## config.mk

```make
export PLATFORM = sky130hd
export DESIGN_NAME = vibration_energy_accumulator
export DESIGN_NICKNAME = d
export VERILOG_FILES = /design/src/sv/vea_pkg.sv /design/src/sv/vibration_energy_accumulator.sv /design/src/sv/vea_lane.sv /design/src/sv/vea_merge.sv
export SDC_FILE = /design/constraint.sdc
export NUM_CORES = 2
export LEC_CHECK = 0
export ABC_AREA = 0
export BUFFER_PORTS_ARGS = -buffer_cell sky130_fd_sc_hd__buf_2
export CORE_AREA = 2 2 426 428
export CTS_CLUSTER_DIAMETER = 150
export DETAILED_ROUTE_END_ITERATION = 6
export DIE_AREA = 0 0 428 430
export PLACE_DENSITY = 0.74
export SLEW_MARGIN = 20
export SYNTH_ARGS = -nofsm -noshare
export SYNTH_HDL_FRONTEND = slang
export SYNTH_SLANG_ARGS = --single-unit
```

## constraint.sdc

```tcl
create_clock -name clk -period 6.2 [get_ports clk]
set_input_delay 0.62 -clock clk [delete_from_list [all_inputs] [get_ports clk]]
set_output_delay 0.62 -clock clk [all_outputs]
set_load 0.005 [all_outputs]
```

## src/sv/vea_pkg.sv

```systemverilog
// Package with the shared types and constants of the vibration energy accumulator.
package vea_pkg;

	localparam int NUM_AXES  = 3;
	localparam int SUM_W     = 32;
	localparam int NUM_OUT   = 11;
	localparam int CFG_IDX_W = 3;
	localparam int SHIFT_W   = 3;

	localparam logic [CFG_IDX_W-1:0] REG_CALIB_MODE       = 3'd0;
	localparam logic [CFG_IDX_W-1:0] REG_ZERO_X           = 3'd1;
	localparam logic [CFG_IDX_W-1:0] REG_ZERO_Y           = 3'd2;
	localparam logic [CFG_IDX_W-1:0] REG_ZERO_Z           = 3'd3;
	localparam logic [CFG_IDX_W-1:0] REG_OVERSAMPLE_SHIFT = 3'd4;

	typedef struct packed {
		logic clear;
		logic done;
		logic wake;
	} item_ctrl_t;

	typedef struct packed {
		logic take;
		logic wake;
		logic done;
		logic en_s1;
		logic en_s2;
		logic en_s3;
	} lane_ctrl_t;

endpackage

```

## src/sv/vibration_energy_accumulator.sv

```systemverilog
// Top level of the vibration energy accumulator.
// One input beat is taken every clock cycle while no result waiting at the output
// stalls the lanes, and each beat gives one result beat. The oversample register,
// the average and deviation stage and the squaring stage of the three axis lanes
// follow in that order, and the merge stage adds into the window sums as the result
// enters the output register. Up to three beats sit in the lanes while a result
// waits to be taken. Configuration writes must only be made while the block holds
// no beat whose result has not been delivered.
module vibration_energy_accumulator #(
	parameter int ADC_BITS  = 12,
	parameter int MAX_SHIFT = 6,
	localparam int IN_W  = ((5 * ADC_BITS + 7) / 8) * 8,
	localparam int OUT_W = vea_pkg::NUM_OUT * vea_pkg::SUM_W
) (
	input  logic                            clk,
	input  logic                            arst_n,
	input  logic                            cfg_we,
	input  logic [vea_pkg::CFG_IDX_W-1:0]   cfg_index,
	input  logic [ADC_BITS-1:0]             cfg_data,
	input  logic                            s_axis_tvalid,
	output logic                            s_axis_tready,
	// raw_x, raw_y, raw_z, ntc_one, ntc_two, zero fill
	input  logic [IN_W-1:0]                 s_axis_tdata,
	// op, wake_start
	input  logic [1:0]                      s_axis_tuser,
	output logic                            m_axis_tvalid,
	input  logic                            m_axis_tready,
	// square_sum_x/y/z, linear_sum_x/y/z, ntc_sum_one, ntc_sum_two,
	// ntc_samples, window_samples, all_samples
	output logic [OUT_W-1:0]                m_axis_tdata
);

	localparam int N     = vea_pkg::NUM_AXES;
	localparam int AVG_W = ADC_BITS + MAX_SHIFT;
	localparam int DEV_W = AVG_W + 1;
	localparam int SQ_W  = 2 * DEV_W;
	localparam int SH_W  = (MAX_SHIFT > 7) ? 4 : 3;
	localparam int CNT_W = MAX_SHIFT + 1;

	logic                          calib_mode_q;
	logic [ADC_BITS-1:0]           zero_q [N];
	logic [vea_pkg::SHIFT_W-1:0]   shift_q;
	logic [SH_W-1:0]               shift_eff;

	logic [CNT_W-1:0]              over_count_q;
	logic [CNT_W-1:0]              count_next;
	logic [CNT_W-1:0]              target;
	logic                          op;
	logic                          wake;
	logic                          done;
	logic                          accept;
	logic                          take;
	logic [ADC_BITS-1:0]           raw [N];
	logic [ADC_BITS-1:0]           ntc_one_in;
	logic [ADC_BITS-1:0]           ntc_two_in;

	logic                          v_s1;
	logic                          v_s2;
	logic                          v_s3;
	logic                          en1;
	logic                          en2;
	logic                          en3;
	logic                          move;
	vea_pkg::item_ctrl_t           ctrl_s1;
	vea_pkg::item_ctrl_t           ctrl_s2;
	vea_pkg::item_ctrl_t           ctrl_s3;
	logic [ADC_BITS-1:0]           ntc_one_s1;
	logic [ADC_BITS-1:0]           ntc_two_s1;
	logic [ADC_BITS-1:0]           ntc_one_s2;
	logic [ADC_BITS-1:0]           ntc_two_s2;
	logic [ADC_BITS-1:0]           ntc_one_s3;
	logic [ADC_BITS-1:0]           ntc_two_s3;
	vea_pkg::lane_ctrl_t           lane_ctrl;

	logic [AVG_W-1:0]              avg_l [N];
	logic [DEV_W-1:0]              dev_l [N];
	logic [SQ_W-1:0]               sq_l  [N];

	always_ff @(posedge clk or negedge arst_n) begin
		if (!arst_n) begin
			calib_mode_q <= 1'b1;
			for (int a = 0; a < N; a++) begin
				zero_q[a] <= ADC_BITS'(1) << (ADC_BITS - 1);
			end
			shift_q <= vea_pkg::SHIFT_W'(2);
		end else if (cfg_we) begin
			unique case (cfg_index)
				vea_pkg::REG_CALIB_MODE: begin
					calib_mode_q <= cfg_data[0];
				end
				vea_pkg::REG_ZERO_X: begin
					zero_q[0] <= cfg_data;
				end
				vea_pkg::REG_ZERO_Y: begin
					zero_q[1] <= cfg_data;
				end
				vea_pkg::REG_ZERO_Z: begin
					zero_q[2] <= cfg_data;
				end
				vea_pkg::REG_OVERSAMPLE_SHIFT: begin
					shift_q <= cfg_data[vea_pkg::SHIFT_W-1:0];
				end
				default: begin
				end
			endcase
		end
	end

	assign shift_eff = (SH_W'(shift_q) > SH_W'(MAX_SHIFT)) ? SH_W'(MAX_SHIFT) : SH_W'(shift_q);

	assign op         = s_axis_tuser[0];
	assign wake       = s_axis_tuser[1];
	assign ntc_one_in = s_axis_tdata[3*ADC_BITS +: ADC_BITS];
	assign ntc_two_in = s_axis_tdata[4*ADC_BITS +: ADC_BITS];

	always_comb begin
		for (int a = 0; a < N; a++) begin
			raw[a] = s_axis_tdata[a*ADC_BITS +: ADC_BITS];
		end
	end

	assign count_next = (wake ? '0 : over_count_q) + CNT_W'(1);
	assign target     = CNT_W'(1) << shift_eff;
	assign done       = count_next >= target;
	assign accept     = s_axis_tvalid && s_axis_tready;
	assign take       = accept && !op;

	assign en3           = !v_s3 || move;
	assign en2           = !v_s2 || en3;
	assign en1           = !v_s1 || en2;
	assign s_axis_tready = en1;

	always_ff @(posedge clk or negedge arst_n) begin
		if (!arst_n) begin
			over_count_q <= '0;
			v_s1         <= 1'b0;
			v_s2         <= 1'b0;
			v_s3         <= 1'b0;
		end else begin
			if (take) begin
				over_count_q <= done ? '0 : count_next;
			end
			if (en1) begin
				v_s1 <= s_axis_tvalid;
			end
			if (en2) begin
				v_s2 <= v_s1;
			end
			if (en3) begin
				v_s3 <= v_s2;
			end
		end
	end

	always_ff @(posedge clk) begin
		if (en1) begin
			ctrl_s1.clear <= op;
			ctrl_s1.done  <= done && !op;
			ctrl_s1.wake  <= wake && !op;
			ntc_one_s1    <= ntc_one_in;
			ntc_two_s1    <= ntc_two_in;
		end
		if (en2) begin
			ctrl_s2    <= ctrl_s1;
			ntc_one_s2 <= ntc_one_s1;
			ntc_two_s2 <= ntc_two_s1;
		end
		if (en3) begin
			ctrl_s3    <= ctrl_s2;
			ntc_one_s3 <= ntc_one_s2;
			ntc_two_s3 <= ntc_two_s2;
		end
	end

	assign lane_ctrl.take  = take;
	assign lane_ctrl.wake  = wake;
	assign lane_ctrl.done  = done;
	assign lane_ctrl.en_s1 = en1;
	assign lane_ctrl.en_s2 = en2;
	assign lane_ctrl.en_s3 = en3;

	for (genvar g = 0; g < N; g++) begin : g_lane
		vea_lane #(
			.ADC_BITS  (ADC_BITS),
			.MAX_SHIFT (MAX_SHIFT)
		) u_lane (
			.clk    (clk),
			.arst_n (arst_n),
			.ctrl   (lane_ctrl),
			.raw    (raw[g]),
			.zero   (zero_q[g]),
			.shift  (shift_eff),
			.avg    (avg_l[g]),
			.dev    (dev_l[g]),
			.sq     (sq_l[g])
		);
	end

	vea_merge #(
		.ADC_BITS  (ADC_BITS),
		.MAX_SHIFT (MAX_SHIFT)
	) u_merge (
		.clk        (clk),
		.arst_n     (arst_n),
		.item_valid (v_s3),
		.ctrl       (ctrl_s3),
		.calib_mode (calib_mode_q),
		.ntc_one    (ntc_one_s3),
		.ntc_two    (ntc_two_s3),
		.avg        (avg_l),
		.dev        (dev_l),
		.sq         (sq_l),
		.move       (move),
		.out_ready  (m_axis_tready),
		.out_valid  (m_axis_tvalid),
		.out_data   (m_axis_tdata)
	);

endmodule

```

## src/sv/vea_lane.sv

```systemverilog
// One axis lane: oversample accumulation, averaging, deviation and squaring.
module vea_lane #(
	parameter int ADC_BITS  = 12,
	parameter int MAX_SHIFT = 6,
	localparam int AVG_W = ADC_BITS + MAX_SHIFT,
	localparam int DEV_W = AVG_W + 1,
	localparam int SQ_W  = 2 * DEV_W,
	localparam int SH_W  = (MAX_SHIFT > 7) ? 4 : 3
) (
	input  logic                      clk,
	input  logic                      arst_n,
	input  vea_pkg::lane_ctrl_t       ctrl,
	input  logic [ADC_BITS-1:0]       raw,
	input  logic [ADC_BITS-1:0]       zero,
	input  logic [SH_W-1:0]           shift,
	output logic [AVG_W-1:0]          avg,
	output logic [DEV_W-1:0]          dev,
	output logic [SQ_W-1:0]           sq
);

	logic [AVG_W-1:0]        over_acc_q;
	logic [AVG_W-1:0]        acc_new;
	logic [AVG_W-1:0]        sum_s1;
	logic [AVG_W-1:0]        avg_c;
	logic [DEV_W-1:0]        dev_c;
	logic [AVG_W-1:0]        avg_s2;
	logic signed [DEV_W-1:0] dev_s2;
	logic signed [SQ_W-1:0]  sq_c;
	logic [AVG_W-1:0]        avg_s3;
	logic [DEV_W-1:0]        dev_s3;
	logic [SQ_W-1:0]         sq_s3;

	assign acc_new = (ctrl.wake ? '0 : over_acc_q) + AVG_W'(raw);
	assign avg_c   = sum_s1 >> shift;
	assign dev_c   = DEV_W'(avg_c) - DEV_W'(zero);
	assign sq_c    = dev_s2 * dev_s2;

	always_ff @(posedge clk or negedge arst_n) begin
		if (!arst_n) begin
			over_acc_q <= '0;
		end else if (ctrl.take) begin
			over_acc_q <= ctrl.done ? '0 : acc_new;
		end
	end

	always_ff @(posedge clk) begin
		if (ctrl.en_s1) begin
			sum_s1 <= acc_new;
		end
		if (ctrl.en_s2) begin
			avg_s2 <= avg_c;
			dev_s2 <= dev_c;
		end
		if (ctrl.en_s3) begin
			avg_s3 <= avg_s2;
			dev_s3 <= dev_s2;
			sq_s3  <= sq_c;
		end
	end

	assign avg = avg_s3;
	assign dev = dev_s3;
	assign sq  = sq_s3;

endmodule

```

## src/sv/vea_merge.sv

```systemverilog
// Merge stage: window sums, counters and the output register.
module vea_merge #(
	parameter int ADC_BITS  = 12,
	parameter int MAX_SHIFT = 6,
	localparam int AVG_W = ADC_BITS + MAX_SHIFT,
	localparam int DEV_W = AVG_W + 1,
	localparam int SQ_W  = 2 * DEV_W,
	localparam int OUT_W = vea_pkg::NUM_OUT * vea_pkg::SUM_W
) (
	input  logic                  clk,
	input  logic                  arst_n,
	input  logic                  item_valid,
	input  vea_pkg::item_ctrl_t   ctrl,
	input  logic                  calib_mode,
	input  logic [ADC_BITS-1:0]   ntc_one,
	input  logic [ADC_BITS-1:0]   ntc_two,
	input  logic [AVG_W-1:0]      avg [vea_pkg::NUM_AXES],
	input  logic [DEV_W-1:0]      dev [vea_pkg::NUM_AXES],
	input  logic [SQ_W-1:0]       sq  [vea_pkg::NUM_AXES],
	output logic                  move,
	input  logic                  out_ready,
	output logic                  out_valid,
	output logic [OUT_W-1:0]      out_data
);

	localparam int W = vea_pkg::SUM_W;
	localparam int N = vea_pkg::NUM_AXES;

	logic [W-1:0] sq_sum_q  [N];
	logic [W-1:0] dev_sum_q [N];
	logic [W-1:0] raw_sum_q [N];
	logic [W-1:0] ntc_one_q;
	logic [W-1:0] ntc_two_q;
	logic [W-1:0] ntc_cnt_q;
	logic [W-1:0] win_cnt_q;
	logic [W-1:0] tot_cnt_q;
	logic         out_valid_q;

	assign move = item_valid && (!out_valid_q || out_ready);

	always_ff @(posedge clk or negedge arst_n) begin
		if (!arst_n) begin
			out_valid_q <= 1'b0;
			for (int a = 0; a < N; a++) begin
				sq_sum_q[a]  <= '0;
				dev_sum_q[a] <= '0;
				raw_sum_q[a] <= '0;
			end
			ntc_one_q <= '0;
			ntc_two_q <= '0;
			ntc_cnt_q <= '0;
			win_cnt_q <= '0;
			tot_cnt_q <= '0;
		end else begin
			if (move) begin
				out_valid_q <= 1'b1;
			end else if (out_ready) begin
				out_valid_q <= 1'b0;
			end
			if (move) begin
				if (ctrl.clear) begin
					for (int a = 0; a < N; a++) begin
						sq_sum_q[a]  <= '0;
						dev_sum_q[a] <= '0;
						raw_sum_q[a] <= '0;
					end
					ntc_one_q <= '0;
					ntc_two_q <= '0;
					ntc_cnt_q <= '0;
					win_cnt_q <= '0;
				end else begin
					if (ctrl.wake) begin
						ntc_one_q <= ntc_one_q + W'(ntc_one);
						ntc_two_q <= ntc_two_q + W'(ntc_two);
						ntc_cnt_q <= ntc_cnt_q + W'(1);
					end
					if (ctrl.done) begin
						win_cnt_q <= win_cnt_q + W'(1);
						tot_cnt_q <= tot_cnt_q + W'(1);
						for (int a = 0; a < N; a++) begin
							if (calib_mode) begin
								raw_sum_q[a] <= raw_sum_q[a] + W'(avg[a]);
							end else begin
								sq_sum_q[a]  <= sq_sum_q[a] + W'(sq[a]);
								dev_sum_q[a] <= dev_sum_q[a] + W'(signed'(dev[a]));
							end
						end
					end
				end
			end
		end
	end

	always_comb begin
		for (int a = 0; a < N; a++) begin
			out_data[a*W +: W]     = sq_sum_q[a];
			out_data[(N+a)*W +: W] = calib_mode ? raw_sum_q[a] : dev_sum_q[a];
		end
		out_data[(2*N)*W +: W]   = ntc_one_q;
		out_data[(2*N+1)*W +: W] = ntc_two_q;
		out_data[(2*N+2)*W +: W] = ntc_cnt_q;
		out_data[(2*N+3)*W +: W] = win_cnt_q;
		out_data[(2*N+4)*W +: W] = tot_cnt_q;
	end

	assign out_valid = out_valid_q;

endmodule

```

### Word-level counts from Yosys, hierarchy flattened

Index checks and enable logic that the tools add are counted.

* add/sub/neg operators: 21
* $mul: 3
* $lt $le $gt $ge: 2
* equal/unequal tests: 5
* shift operators: 4
* mux-type cells: 37
* bitwise operators: 1
* reduce and logical (&&, ||, !) cells: 29

Operator list (number)
* $mux W32: 20
* $mux W96: 6
* $add A32 B32 Y32: 6
* $mux W18: 6
* $add A32 B1 Y32 const B: 3
* $add A32 B18 Y32: 3
* $mul A19 B19 Y32: 3
* $add A32 B12 Y32: 2
* $sub A18 B12 Y19: 3
* $add A18 B12 Y18: 3
* $shr A18 B3 Y18: 3
* $mux W7: 2
* $reduce_and A2 Y1: 7
* $reduce_and A3 Y1: 3
* $reduce_bool A2 Y1: 4
* $add A7 B1 Y7 const B: 1
* $ge A7 B7 Y1: 1
* $shl A1 B3 Y7 const A: 1
* $eq A3 B2 Y1 const B: 2
* $logic_and A1 B1 Y1: 5
* $logic_not A1 Y1: 5
* $logic_or A1 B1 Y1: 4
* $eq A3 B1 Y1 const B: 1
* $eq A3 B3 Y1 const B: 1
* other kinds (6): 7

* bits in registers: 1006
* input bits: 86
* logic and storage cells: 162

### Longest topological paths before layout

* depth after elaboration: 8
* depth in mapped cells: 26
* gate-level depth less buffers: 24

### Modules after synthesis

Synthesis repeated with hierarchy kept, for this count alone.

* cells, all modules: 9273
* area, all modules: 93288.2 µm²

Modules (own cells, without submodules)
* vea_merge: instances 1, cells an instance 3621, area an instance 31973.2 µm²
* vea_lane (g_lane[2].u_lane): instances 1, cells an instance 1826, area an instance 18969.4 µm²
* vea_lane (g_lane[0].u_lane): instances 1, cells an instance 1802, area an instance 18835.6 µm²
* vea_lane (g_lane[1].u_lane): instances 1, cells an instance 1765, area an instance 18740.5 µm²
* vibration_energy_accumulator: instances 1, cells an instance 259, area an instance 4769.6 µm²

### Least setup slack after synthesis

Ideal clock, no wire load.

* kind: reg2reg
* start: register g_lane[0].u_lane.dev_s2[18]
* end: register g_lane[0].u_lane.sq_s3[31], data pin
* arrival: 6.491 ns
* required time: 5.940 ns
* slack: -0.551 ns
* cell stages (with the launch flop): 24
* path buffers: 2
* period minus slack after synthesis: 6.751 ns
* cells stage by stage: edfxtp_1 clkbuf_1 clkbuf_1 nand2_1 fa_1 inv_1 fa_1 inv_1 fa_1 inv_1 fa_1 fa_1 fa_1 ha_1 ha_1 a21o_1 a21o_1 a21o_1 or3_1 a311oi_1 nor3_1 a211o_1 a21oi_1 xnor2_1

* word-level cells in the longest chain between the ends: 1

RTL lines
* start: declaration: line vea_lane.sv:27 `logic signed [DEV_W-1:0] dev_s2;`
* start signal: assignment: line vea_lane.sv:52 `dev_s2 <= dev_c;`
* $mul A19 B19 Y32: line vea_lane.sv:36 `assign sq_c = dev_s2 * dev_s2;`
* named net g_lane[0].u_lane.sq_c[31]: line vea_lane.sv:28 `logic signed [SQ_W-1:0] sq_c;`
* end signal: assignment: line vea_lane.sv:57 `sq_s3 <= sq_c;`
* end: declaration: line vea_lane.sv:31 `logic [SQ_W-1:0] sq_s3;`

The timed path passes the listed nets, and every way through them passes these cells.
A chain may end at the register's enable or synchronous reset.

### Worst setup path in the final report

* start: register g_lane[2].u_lane.dev_s2[5]
* end: register g_lane[2].u_lane.sq_s3[29], data pin

* word-level cells in the longest chain between the ends: 1

RTL lines (line)
* start: declaration: vea_lane.sv:27
* start signal: assignment: vea_lane.sv:52
* $mul A19 B19 Y32: vea_lane.sv:36
* named net g_lane[2].u_lane.sq_c[29]: vea_lane.sv:28
* end signal: assignment: vea_lane.sv:57
* end: declaration: vea_lane.sv:31

The timed path passes the listed nets, and every way through them passes these cells.

==> results.tsv <==
stage	metric	value	unit
outcome	status	finished, violations left	
outcome	violations	setup timing	
final_layout	layout-drive-gt1-share	0.180	
hold_path	hp-start	s_axis_tdata[41]	
floorplan	fp.dieArea	184000	um2
yosys	synth_seq_cells	1000	
worst_setup_path	start_kind	flop	
clock_network	cts_buffer_depth	3	
worst_setup_path	rr_worst_depth	22	
yosys	synth_edf_count	447	
placement	dp_cells	11501	
placement	place.gp.congestion	0.943	
yosys	synth_top_cells_by_count	inv_1, nand2_1, fa_1, ha_1, dfrtp_1	
worst_setup_path	end_kind	flop	
yosys	yosys.area.top_type	fa_1	
worst_setup_path	path_max_fanout	5	
worst_setup_path	critPathTopFamily	adder cells	
floorplan	fp.dieW	428	um
global_route	antenna_found_initial	8	
worst_setup_path	crit_arrival	7110	ps
timing	max_clock_freq	151	MHz
placement	io_buffer_count	435	
global_route	track_usage	0.253	
clock_network	htreeDepth	3	
timing	slew_violations	0	
yosys	syn_area	85700	um2
drt	vias_per_cell	5.49	
drt	wl_per_cell	19.7	um
placement	dp_hpwl	180	mm
floorplan	boundaryPins	440	
yosys	synth_area_leaders	fa_1, dfrtp_1, edfxtp_1	
yosys	yosysSeqAreaShare	0.318	
timing	final.min_clock_period	6630	ps
clock_network	numCtsBuffers	112	
drt	totalWireLength	233	mm
hold_path	whs_path_depth	1	
worst_setup_path	r2r-end	g_lane[2].u_lane.sq[29]	
worst_setup_path	reg2reg_from	g_lane[2].u_lane.dev_s2[5]	
timing	worst_slack	-430	ps
final_layout	register_area	27300	um2
final_layout	fillers	14894	
worst_setup_path	path_buf_inv	5	
timing	rsz0062_at_grt	yes	
floorplan	initial_core_util	0.477	
flow_run	cap_violations	0	
global_route	grt_pass1_vias	67817	
hold_path	min_path_type	in2reg	
timing	hold_viol_final	0	
worst_setup_path	reg2reg_slack	-430	ps
final_layout	fin_nets	10962	
worst_setup_path	crit_type	reg2reg	
clock_network	cts_tree	done	
hold_path	holdPathEnd	ntc_one_s1[5]	
clock_network	cts.clk_slew.worst_paths	60	ps
yosys	netlist_instances	8445	
final_layout	multiInputGateArea	54500	um2
yosys	ys.flop_type	dfrtp_1	
yosys	synth_most_common_cell	inv_1	
worst_setup_path	crit_chain	nand2_2, inv_1, fa_1, inv_1, fa_1, fa_1, inv_1, fa_1, fa_1, fa_1, fa_2, ha_4, and3_4, o21ai_1, nand2_2, o211ai_1, buf_4, a211oi_4, nor3_2, buf_4, or3_4, xnor2_2	
drt	vias	64829	
floorplan	coreArea	180000	um2
final_layout	finalNonFillerCells	11816	
worst_setup_path	slowest_stage	fa_1	
worst_setup_path	cpMostUsedCell	fa_1	
timing	fin_crit_sh	1.07	
timing	finClkSkew	70.7	ps
clock_network	clk_latency	800	ps
timing	tightest_slew	1120	ps
timing	setup_viol	23	
yosys	post_synth.cell_area_avg	10.2	um2
drt	drt_pass1_iterations	6	
yosys	yosys_warnings	0	
yosys	synthArstFlopShare	0.553	
clock_network	cts_root_buffer	clkbuf_16	
drt	first_iter_violations	4345	
global_route	overflow	0	
global_route	grt_max_degree	145	
worst_setup_path	max_stage_delay	580	ps
drt	ant_nets	0	
final_layout	syn2layout_area_growth	17.2	%
clock_network	cts_sinks	1000	
yosys	syn_nets	10065	
yosys	synth_cell_types	110	
floorplan	fp.dieH	430	um
worst_setup_path	worstPathRequired	6680	ps
timing	slew_headroom	0.254	
yosys	netlist.area_leader.share	0.204	
drt	remaining_drc_errors	0	
global_route	grt_pass1_wl	370	mm
floorplan	rows	156	
-- cell families (layout without fill, tap and decap cells) --
kind of cell / Yosys count / in the layout / share of synthesized area
compound gates: 1435 / 1435 / 0.109
fa+ha+maj: 1534 / 1534 / 0.300
xor+xnor: 572 / 572 / 0.0584
other cells: 0 / 6 / 0
flops: 1000 / 1000 / 0.318
buf+inv: 1458 / 2453 / 0.0642
mux: 209 / 209 / 0.0270
simple gates: 2237 / 2237 / 0.122
-- worst max path at each step --
stage	from	slack [ps]	cells past startpoint	endpoint
finish	g_lane[2].u_lane.dev_s2[5]	-430	22	g_lane[2].u_lane.sq[29]
CTS	g_lane[0].u_lane.dev_s2[2]	-290	23	g_lane[0].u_lane.sq[30]
detailed placement	g_lane[2].u_lane.dev_s2[8]	-500	20	g_lane[2].u_lane.sq[31]
floorplan	g_lane[0].u_lane.dev_s2[18]	-140	23	g_lane[0].u_lane.sq[31]
global route	g_lane[2].u_lane.dev_s2[5]	-630	21	g_lane[2].u_lane.sq[31]
global placement	g_lane[2].u_lane.dev_s2[8]	-400	21	g_lane[2].u_lane.sq[31]
-- metrics by stage --
step	utilization	worst slack, ps	setup TNS, ps	cell area, um2	hold slack [ps]
6_report	0.559	-430	-3250	100000	76.9
5_1_grt	0.559	-631	-9230	100000	35.9
4_1_cts	0.553	-293	-1550	99400	17.5
3_5_place_dp	0.524	-499	-6890	94200	405
3_3_place_gp	0.524	-397	-3860	94200	400
2_1_floorplan	-	-140	-146	86200	324
-- state kept, by name (all words and copies together) (netlist names), 32 cells and up --
signal,cells
g_lane.u_lane.over_acc_q,54
u_merge.tot_cnt_q,32
u_merge.ntc_cnt_q,32
u_merge.raw_sum_q,96
u_merge.ntc_one_q,32
g_lane.u_lane.avg,54
u_merge.ntc_two_q,32
g_lane.u_lane.dev_s2,57
g_lane.u_lane.avg_s2,54
g_lane.u_lane.dev,54
u_merge.out_data,96
u_merge.win_cnt_q,32
g_lane.u_lane.sum_s1,54
g_lane.u_lane.sq,93
zero_q,36
u_merge.dev_sum_q,96
-- per-layer routing --
metal	vias to the layer above	global-route usage	wire length, um
li1	29973	-	-
met1	32377	0.326	95900
met2	1966	0.416	110000
met3	511	0.0353	13300
met4	2	0.136	13600
met5	-	0	19
-- cell type report --
type,instances,share of cell area
flip-flops and latches,1000,0.272
well taps,2370,0.0295
repair buffers,1041,0.0721
inverters,1200,0.0449
multi-input cells,5987,0.542
clock inverters,69,0.00867
diodes,6,0.000150
clock buffers,143,0.0307
-- placed cells by master, fill, tap and decap left out, drive strengths merged, types with 68 or more instances in the layout --
cell,instances
a21oi,355
inv,1208
nor3,112
o21ai,438
edfxtp,447
mux2,137
a21o,145
nand2,921
dfrtp,548
nor2b,103
buf,1018
clkbuf,143
nand3,136
nand2b,74
mux2i,68
xor2,214
fa,874
xnor2,358
and2,174
ha,660
nor2,428
-- repair_timing --
action / 4_1_cts / 5_1_grt
buffers inserted: 42 / 35
pin swaps: 114 / 152
hold buffers: 23 / 0
gates cloned: 2 / 0
setup endpoints to repair: 30 / 37
resized for setup: 137 / 177
endpoints found under the hold margin: 78 / 0
Power is left out: the tool's default activity adds up to more than one toggle a clock period on the data nets, which glitch-free logic cannot reach.
